[config.mk]
export PLATFORM = sky130hd
export DESIGN_NAME = gps_module_recovery_sequencer
export DESIGN_NICKNAME = d
export VERILOG_FILES = /design/src/design/gmrs_pkg.sv /design/src/design/gps_module_recovery_sequencer.sv
export SDC_FILE = /design/constraint.sdc
export NUM_CORES = 1
export LEC_CHECK = 0
export BUFFER_PORTS_ARGS = -buffer_cell sky130_fd_sc_hd__buf_2
export CORE_ASPECT_RATIO = 0.7
export CORE_MARGIN = 3
export CORE_UTILIZATION = 38
export DETAILED_ROUTE_END_ITERATION = 10
export GPL_TIMING_DRIVEN = 0
export HOLD_SLACK_MARGIN = 0.1
export PLACE_DENSITY = 0.6
export SKIP_LAST_GASP = 1
export SYNTH_ARGS = -nofsm -noshare
export SYNTH_HDL_FRONTEND = slang
export SYNTH_SLANG_ARGS = --single-unit
export TNS_END_PERCENT = 30
[constraint.sdc]
create_clock -name aclk -period 12.66 [get_ports aclk]
set_clock_uncertainty 0.2 [all_clocks]
set_input_delay 1.899 -clock aclk [delete_from_list [all_inputs] [get_ports aclk]]
set_output_delay 1.899 -clock aclk [all_outputs]
set_load 0.05 [all_outputs]
[src/design/gmrs_pkg.sv]
// package with constants and field positions for the gps module recovery sequencer
package gmrs_pkg;

    // widths of the stored values
    localparam int unsigned NoRespWidth = 16;
    localparam int unsigned SeqWidth    = 8;
    localparam int unsigned LedWidth    = 5;
    localparam int unsigned AddrWidth   = 3;
    localparam int unsigned InWidth     = 8;
    localparam int unsigned OutWidth    = 8;

    // no-response counter ceiling
    localparam logic [NoRespWidth-1:0] NoRespMax = 16'hFFFF;

    // recovery sequence steps
    localparam logic [SeqWidth-1:0] HoldoffTicks = 8'd160;
    localparam logic [SeqWidth-1:0] StepPower    = 8'd60;
    localparam logic [SeqWidth-1:0] StepOnA      = 8'd80;
    localparam logic [SeqWidth-1:0] StepOnB      = 8'd100;
    localparam logic [SeqWidth-1:0] StepOnC      = 8'd120;
    localparam logic [SeqWidth-1:0] StepOffA     = 8'd92;
    localparam logic [SeqWidth-1:0] StepOffB     = 8'd112;
    localparam logic [SeqWidth-1:0] StepOffC     = 8'd132;
    localparam logic [SeqWidth-1:0] StepRetry    = 8'd160;

    // register reset values
    localparam logic [15:0]         TimeoutReset = 16'd200;
    localparam logic [LedWidth-1:0] LedHoldReset = 5'd30;

    // register indexes (taken from paddr[2])
    typedef enum logic {
        REG_TIMEOUT  = 1'b0,
        REG_LED_HOLD = 1'b1
    } reg_index_t;

    // input request bit positions
    localparam int unsigned InUpdateOk    = 0;
    localparam int unsigned InDataError   = 1;
    localparam int unsigned InModuleAwake = 2;
    localparam int unsigned InFixGood     = 3;
    localparam int unsigned InQcMode      = 4;

    // result bit positions
    localparam int unsigned OutAlive      = 0;
    localparam int unsigned OutResetPin   = 1;
    localparam int unsigned OutPowerEn    = 2;
    localparam int unsigned OutAntenna    = 3;
    localparam int unsigned OutOnoffPin   = 4;
    localparam int unsigned OutLedOn      = 5;
    localparam int unsigned OutRecovering = 6;

endpackage

[src/design/gps_module_recovery_sequencer.sv]
// gps module recovery sequencer: tick monitor, recovery sequence and fix led
// the result of an accepted tick request is registered onto m_tdata in the next cycle
// throughput: one tick request per cycle; the output register frees s_tready
// whenever the result is taken or the output is empty
// reset (aresetn low, synchronous): counters cleared, power and antenna on,
// timeout 200 ticks, led hold 30 ticks, output empty
module gps_module_recovery_sequencer (
    input  logic                           aclk,
    input  logic                           aresetn,
    // tick request channel
    input  logic                           s_tvalid,
    output logic                           s_tready,
    // [0] update_ok [1] data_error [2] module_awake [3] fix_good [4] qc_mode
    input  logic [gmrs_pkg::InWidth-1:0]   s_tdata,
    // result channel
    output logic                           m_tvalid,
    input  logic                           m_tready,
    // [0] alive [1] reset_pin [2] power_enable [3] antenna_power
    // [4] onoff_pin [5] led_on [6] recovering
    output logic [gmrs_pkg::OutWidth-1:0]  m_tdata,
    // configuration port
    input  logic                           psel,
    input  logic                           penable,
    input  logic                           pwrite,
    input  logic [gmrs_pkg::AddrWidth-1:0] paddr,
    input  logic [31:0]                    pwdata,
    output logic [31:0]                    prdata,
    output logic                           pready
);
    import gmrs_pkg::*;

    // configuration registers
    logic [15:0]          timeout_reg;
    logic [LedWidth-1:0]  led_hold_reg;

    // sequencer state
    logic [NoRespWidth-1:0] noresp_reg, noresp_next;
    logic                   alive_next;
    logic                   dead_reg, dead_next;
    logic [SeqWidth-1:0]    seq_reg, seq_next;
    logic                   rst_lvl_reg, rst_lvl_next;
    logic                   pwr_lvl_reg, pwr_lvl_next;
    logic                   ant_lvl_reg, ant_lvl_next;
    logic                   onoff_reg, onoff_next;
    logic                   led_reg, led_next;
    logic [LedWidth-1:0]    led_cnt_reg, led_cnt_next;

    // output register
    logic                   m_tvalid_reg;
    logic [OutWidth-1:0]    m_tdata_reg, m_tdata_next;

    logic accept;
    logic upd, err, awake, fix, qc;
    logic [SeqWidth-1:0] seq_inc;

    assign s_tready = !m_tvalid_reg || m_tready;
    assign accept   = s_tvalid && s_tready;
    assign m_tvalid = m_tvalid_reg;
    assign m_tdata  = m_tdata_reg;

    assign upd   = s_tdata[InUpdateOk];
    assign err   = s_tdata[InDataError];
    assign awake = s_tdata[InModuleAwake];
    assign fix   = s_tdata[InFixGood];
    assign qc    = s_tdata[InQcMode];

    // apb port, always ready
    assign pready = 1'b1;
    always_comb begin
        unique case (reg_index_t'(paddr[2]))
            REG_TIMEOUT:  prdata = {16'd0, timeout_reg};
            REG_LED_HOLD: prdata = {{(32-LedWidth){1'b0}}, led_hold_reg};
            default:      prdata = 32'd0;
        endcase
    end

    always_ff @(posedge aclk) begin
        if (!aresetn) begin
            timeout_reg  <= TimeoutReset;
            led_hold_reg <= LedHoldReset;
        end else if (psel && penable && pwrite && pready) begin
            unique case (reg_index_t'(paddr[2]))
                REG_TIMEOUT:  timeout_reg  <= pwdata[15:0];
                REG_LED_HOLD: led_hold_reg <= pwdata[LedWidth-1:0];
                default: ;
            endcase
        end
    end

    // monitor and recovery sequence
    assign seq_inc = seq_reg + 8'd1;

    always_comb begin
        noresp_next  = noresp_reg;
        dead_next    = dead_reg;
        seq_next     = seq_reg;
        rst_lvl_next = rst_lvl_reg;
        pwr_lvl_next = pwr_lvl_reg;
        ant_lvl_next = ant_lvl_reg;
        onoff_next   = onoff_reg;

        // saturating no-response counter
        if (upd) begin
            noresp_next = '0;
        end else if (noresp_reg != NoRespMax) begin
            noresp_next = noresp_reg + 16'd1;
        end
        alive_next = (noresp_next < timeout_reg);

        if (!dead_reg) begin
            // hold-off countdown, then check health
            if (seq_reg != '0) begin
                seq_next = seq_reg - 8'd1;
            end else if (err || !awake) begin
                rst_lvl_next = 1'b1;
                pwr_lvl_next = 1'b0;
                ant_lvl_next = 1'b0;
                dead_next    = 1'b1;
            end
        end else if (awake) begin
            // early wake leaves recovery with a hold-off
            dead_next = 1'b0;
            seq_next  = HoldoffTicks;
        end else begin
            seq_next = seq_inc;
            case (seq_inc)
                StepPower: begin
                    rst_lvl_next = 1'b0;
                    pwr_lvl_next = 1'b1;
                    ant_lvl_next = 1'b1;
                    onoff_next   = 1'b0;
                end
                StepOnA, StepOnB, StepOnC: begin
                    onoff_next = 1'b1;
                end
                StepOffA, StepOffB, StepOffC: begin
                    onoff_next = 1'b0;
                end
                StepRetry: begin
                    dead_next = 1'b0;
                end
                default: ;
            endcase
        end
    end

    // fix led with minimum hold, frozen in qc mode
    always_comb begin
        led_next     = led_reg;
        led_cnt_next = led_cnt_reg;
        if (!qc) begin
            if (led_cnt_reg >= led_hold_reg) begin
                led_cnt_next = led_hold_reg;
            end else begin
                led_cnt_next = led_cnt_reg + 5'd1;
            end
            if (alive_next && fix && !led_reg && (led_cnt_next >= led_hold_reg)) begin
                led_next     = 1'b1;
                led_cnt_next = '0;
            end
            if (led_next && (led_cnt_next >= led_hold_reg)) begin
                led_next     = 1'b0;
                led_cnt_next = '0;
            end
        end
    end

    // state update on each accepted tick
    always_ff @(posedge aclk) begin
        if (!aresetn) begin
            noresp_reg  <= '0;
            dead_reg    <= 1'b0;
            seq_reg     <= '0;
            rst_lvl_reg <= 1'b0;
            pwr_lvl_reg <= 1'b1;
            ant_lvl_reg <= 1'b1;
            onoff_reg   <= 1'b0;
            led_reg     <= 1'b0;
            led_cnt_reg <= '0;
        end else if (accept) begin
            noresp_reg  <= noresp_next;
            dead_reg    <= dead_next;
            seq_reg     <= seq_next;
            rst_lvl_reg <= rst_lvl_next;
            pwr_lvl_reg <= pwr_lvl_next;
            ant_lvl_reg <= ant_lvl_next;
            onoff_reg   <= onoff_next;
            led_reg     <= led_next;
            led_cnt_reg <= led_cnt_next;
        end
    end

    // output register
    always_ff @(posedge aclk) begin
        if (!aresetn) begin
            m_tvalid_reg <= 1'b0;
        end else if (accept) begin
            m_tvalid_reg <= 1'b1;
        end else if (m_tready) begin
            m_tvalid_reg <= 1'b0;
        end
    end

    // result fields packed into the output word
    always_comb begin
        m_tdata_next                = '0;
        m_tdata_next[OutAlive]      = alive_next;
        m_tdata_next[OutResetPin]   = rst_lvl_next;
        m_tdata_next[OutPowerEn]    = pwr_lvl_next;
        m_tdata_next[OutAntenna]    = ant_lvl_next;
        m_tdata_next[OutOnoffPin]   = onoff_next;
        m_tdata_next[OutLedOn]      = led_next;
        m_tdata_next[OutRecovering] = dead_next;
    end

    always_ff @(posedge aclk) begin
        if (accept) begin
            m_tdata_reg <= m_tdata_next;
        end
    end

endmodule

; Yosys cells after proc, flatten, opt, wreduce, memory -nomap -nowiden
; Index checks and enable logic that the tools add are counted.
[classes]
add_sub_neg = 4
n_lt_le_gt_ge = 4
eq_ne = 9
n_mux = 40
bitwise_logic = 2
n_reduce_logical = 21
[ops]
columns = op, count
row1 = $pmux W32 S2, 1
row2 = $eq A8 B7 Y1 const B, 5
row3 = $mux W16, 2
row4 = $mux W1, 28
row5 = $mux W5, 5
row6 = $mux W8, 3
row7 = $add A16 B1 Y16 const B, 1
row8 = $eq A8 B8 Y1 const B, 2
row9 = $lt A16 B16 Y1, 1
row10 = $ne A16 B16 Y1 const B, 1
row11 = $ge A5 B5 Y1, 3
row12 = $add A8 B1 Y8 const B, 1
row13 = $eq A8 B6 Y1 const B, 1
row14 = $reduce_and A2 Y1, 4
row15 = $reduce_bool A8 Y1, 1
row16 = $sub A8 B1 Y8 const B, 1
row17 = $logic_and A1 B1 Y1, 7
row18 = $add A5 B1 Y5 const B, 1
row19 = $reduce_bool A2 Y1, 2
row20 = $reduce_or A4 Y1, 1
row21 = $logic_not A1 Y1, 3
row22 = $reduce_or A3 Y1, 1
row23 = $logic_or A1 B1 Y1, 2
row24 = $not A1 Y1, 2
row25 = $pmux W1 S2, 1
[word_totals]
reg_bits = 64
input_bits = 50
out_inout_bits = 43
elab_cells = 93

; Longest topological paths before layout
[logic_depth]
depth_word = 13
depth_mapped = 21
ltp_nobuf = 21

; Least setup slack after synthesis
; OpenSTA, ideal clock, no wires.
[synth_path]
path_kind = input to register
startpoint = in s_tdata[0] (netlist bit)
endpoint = reg led_cnt_reg[0]
setup_ns = 0.088
arrival_ns = 5.386
required_time_ns = 12.372
slack_ns = 6.985
path_stages = 17
path_buffers = 3
cell_sequence = clkbuf_1 clkbuf_1 clkbuf_1 nor2_1 ha_1 and4_1 a221o_1 a22oi_1 and3_4 nor2_1 ha_1 a21oi_1 o21ai_0 a31oi_1 o211ai_1 a31o_2 o32ai_2
[synth_between]
elab_chain_cells = 10
elab_cells_between_ends = 12
classes_between = 2 x order compare / 6 x mux / 4 x reduce/logical
[synth_lines]
columns = element, line_no
row1 = start: declaration, gps_module_recovery_sequencer.sv:14  ; input logic [gmrs_pkg::InWidth-1:0] s_tdata,
row2 = $mux W16 *, gps_module_recovery_sequencer.sv:103  ; if (upd) begin
row3 = via noresp_next[6], gps_module_recovery_sequencer.sv:37  ; logic [NoRespWidth-1:0] noresp_reg, noresp_next;
row4 = $lt A16 B16 Y1 *, gps_module_recovery_sequencer.sv:108  ; alive_next = (noresp_next < timeout_reg);
row5 = $logic_and A1 B1 Y1 * (3 in a row), gps_module_recovery_sequencer.sv:157  ; if (alive_next && fix && !led_reg && (led_cnt_next >= led_hold_reg)) begin
row6 = $mux W5, gps_module_recovery_sequencer.sv:157
row7 = $mux W5, gps_module_recovery_sequencer.sv:151  ; if (!qc) begin
row8 = $ge A5 B5 Y1, gps_module_recovery_sequencer.sv:161  ; if (led_next && (led_cnt_next >= led_hold_reg)) begin
row9 = $logic_and A1 B1 Y1, gps_module_recovery_sequencer.sv:161
row10 = $mux W5 *, gps_module_recovery_sequencer.sv:161
row11 = end signal: assignment, gps_module_recovery_sequencer.sv:189  ; led_cnt_reg <= led_cnt_next;
row12 = end: declaration, gps_module_recovery_sequencer.sv:46  ; logic [LedWidth-1:0] led_cnt_reg, led_cnt_next;
; Mark *: on every way through the listed nets, which the timed path passes. The rest lies on a longest branch. The select of a mux whose other input is x is not followed.
; A chain may end at the register's enable or synchronous reset.

; Final worst setup path
; Same ends and word-level chain as after synthesis.

==> flow_metrics.env <==
export IMPL_status="complete, no violations"
export IMPL_grtUsageMet1_pct=29.0
export IMPL_postCtsHoldBufs=0
export IMPL_yosysMostFrequentCell="nand2_1"
export IMPL_p_comb_share_pct=31.9
export IMPL_synth_seq_area_share_pct=30.1
export IMPL_vias=4364
export IMPL_ys_types=68
export IMPL_io_pins=93
export IMPL_worstPathArrival_ps=6450
export IMPL_clk_path_buf_depth=2
export IMPL_first_global_vias=4024
export IMPL_start_kind="primary input"
export IMPL_worstMarginPinSlew_ps=869
export IMPL_via_per_inst=5.32
export IMPL_fin_setup_tns_ps=0
export IMPL_synth_top_family_by_area="simple AND/OR/NAND/NOR gates"
export IMPL_nets=748
export IMPL_synth_xor_area_share_pct=3.91
export IMPL_syn_inst=584
export IMPL_clkPwrFrac_pct=38.6
export IMPL_powerDensity_nw_per_um2=157
export IMPL_nFillCells=1102
export IMPL_grt_total_usage_pct=18.9
export IMPL_die_height_um=96.9
export IMPL_synth_common_cells="nand2_1 (66), nor2_1 (63), dfxtp_1 (57), a21oi_1 (45), inv_1 (37)"
export IMPL_cpPeakStageDelay_ps=490
export IMPL_synthAdderAreaFrac_pct=9.77
export IMPL_grt_max_degree=17
export IMPL_grt_pass1_wl_um=20200
export IMPL_holdCritPathClass="reg -> reg"
export IMPL_wire_per_inst_um=14.9
export IMPL_die_area_sq_um=13200
export IMPL_critPathCaptureType="flip-flop"
export IMPL_rsz0062_at_grt="no"
export IMPL_clkLatencyLatePin_ps=340
export IMPL_whs_ps=254
export IMPL_clkSinkCount=64
export IMPL_cp_common_cell="clkbuf_1"
export IMPL_slew_headroom_pct=42.1
export IMPL_cts_buffers=9
export IMPL_ir_worst_vdd_mv=0.0777
export IMPL_cap_violations=0
export IMPL_drtPass1Iterations=7
export IMPL_start_util_pct=39.9
export IMPL_route_detailed_drc=0
export IMPL_gp_congestion=0.903
export IMPL_die_x_um=136
export IMPL_maxSlewViolCount=0
export IMPL_synth_top_area_share_pct=25.4
export IMPL_worstPathCellList="buf_2, clkbuf_1, clkbuf_1, clkbuf_1, nor2_1, ha_1, and4_1, a221o_1, a22oi_1, and3_4, nor2_1, ha_1, a21oi_1, o21ai_0, a31oi_1, o211ai_1, a31o_2, o32ai_2"
export IMPL_critical_path_required_ps=12700
export IMPL_synthTopCellsByArea="dfxtp_1 (25%), ha_1 (9.8%), nand2_1 (5.5%)"
export IMPL_synth_area_mux_share_pct=2.26
export IMPL_synth_compound_area_share_pct=19.6
export IMPL_syn_avg_cell_area_sq_um=7.68
export IMPL_switchingPower_uw=290
export IMPL_grt_busiest_layer="met1"
export IMPL_synth_area_sq_um=4480
export IMPL_synth_simple_gate_area_share_pct=25.3
export IMPL_ys_ff_latch=64
export IMPL_cp_slowest_cell="a22oi_1"
export IMPL_synth_top_area_cell="dfxtp_1"
export IMPL_insertedDiodeCount=0
export IMPL_met2_usage_pct=26.6
export IMPL_wl_um=12200
export IMPL_tritoncts="yes"
export IMPL_ant_nets=0
export IMPL_syn2layout_area_growth_pct=20.2
export IMPL_switching_share_pct=34.2
export IMPL_cts_htree_levels=3
export IMPL_drt_iter0_markers=318
export IMPL_layout_drive_gt1_share_pct=16.8
export IMPL_synth_edf_count=7
export IMPL_setup_viol=0
export IMPL_synthFlopType="dfxtp_1"
export IMPL_io_buffers=52
export IMPL_power_internal_uw=559
export IMPL_path_class="in -> reg"
export IMPL_cts_setup_buffers=0
export IMPL_max_freq_mhz=156
export IMPL_path_clk_slew_ps=50
export IMPL_rows=32
export IMPL_post_route_period_util_pct=50.6
export IMPL_grt_overflow_total=0
export IMPL_grt_use_met3_pct=4.37
export IMPL_coreArea_sq_um=11300
export IMPL_timing_final_crit_period_ps=6410
export IMPL_antenna_found_initial=0
export IMPL_cts_root_buf="clkbuf_16"
export IMPL_yosysWarnings=0
export IMPL_hold_viol_final=0
export IMPL_postCtsResizedCells=0
export IMPL_async_flop_share_pct=0
export IMPL_seq_power_share_pct=29.5
export IMPL_power_leakage_uw=0.00238
export IMPL_place_hpwl_um=9440
export IMPL_path_max_fanout=10
stage by stage:
| step | utilization [%] | instance area (sq um) | instances | worst slack [ps] | total power (uW) |
|---|---|---|---|---|---|
| 3_5_place_dp | 44.4 | 5000 | 805 | 5900 | 520 |
| 4_1_cts | 47.9 | 5390 | 821 | 6250 | 849 |
| 3_3_place_gp | 44.4 | 5000 | 805 | 5930 | 514 |
| 2_1_floorplan | - | 4540 | 600 | 6990 | 459 |
| 6_report | 47.9 | 5390 | 821 | 6250 | 849 |
| 5_1_grt | 47.9 | 5390 | 821 | 5880 | 891 |
kinds of logic (layout without fill, tap and decap cells):
kind of cell,after synthesis,count (layout)
muxes,10,10
buffers and inverters,86,154
other,2,18
xor gates and xnor gates,20,20
AOI/OAI and AO/OA,137,137
and+or+nand+nor,230,230
adders and majority gates,35,35
DFF,64,64
final cells by class:
cell class | instances | area, sq um | share of cell area [%]
Buffer | 49 | 256 | 4.76
Clock buffer | 9 | 225 | 4.18
Clock inverter | 7 | 168 | 3.11
Inverter | 37 | 139 | 2.58
Multi-Input combinational cell | 450 | 2800 | 51.9
Sequential cell | 64 | 1350 | 25.1
Tap cell | 153 | 191 | 3.55
Timing Repair Buffer | 52 | 260 | 4.83
cells in the final DEF (no fill, tap or decap), drive strengths merged, types with 9 or more instances in the layout:
cell / synthesis / layout
a21o: 9 / 9
a21oi: 45 / 45
a31oi: 9 / 9
buf: 25 / 77
clkbuf: 24 / 33
conb: 2 / 18
dfxtp: 57 / 57
ha: 35 / 35
inv: 37 / 37
mux2i: 9 / 9
nand2: 66 / 66
nand2b: 9 / 9
nand3: 22 / 22
nand4: 11 / 11
nor2: 63 / 63
nor3: 18 / 18
o21ai: 36 / 36
xnor2: 11 / 11
xor2: 9 / 9
power by group through the flow:
stage               Clock [uW]  Combinational (uW)  Sequential [uW]
floorplan                    0                 184              274
global placement             0                 261              254
detailed placement           0                 266              254
CTS                        332                 267              250
global route               341                 297              254
finish                     328                 271              250
worst paths after layout:
path / depth (start not counted) / slack, ps / from / to
worst max-delay path: 18 / 6250 / s_tdata[0] / led_cnt_reg[0]
worst min-delay path: 2 / 250 / timeout_reg[4] / timeout_reg[4]
worst max register to register: 20 / 7130 / noresp_reg[0] / led_cnt_reg[0]
worst min register to register: 2 / 250 / timeout_reg[4] / timeout_reg[4]
worst max-delay path, delay by kind of cell:
family | cells | cell delay [ps]
AO/OA/AOI/OAI | 8 | 1930
adder cells (fa/ha/maj) | 2 | 620
buffers and inverters | 4 | 1290
AND/OR/NAND/NOR | 4 | 690
metal layers:
layer	share of wire [%]	wire length (um)
met2	42	5080
met5	0	0
met3	6.3	774
met1	51	6240
met4	1.0	128
No activity file was read; power rests on OpenSTA's default activity.
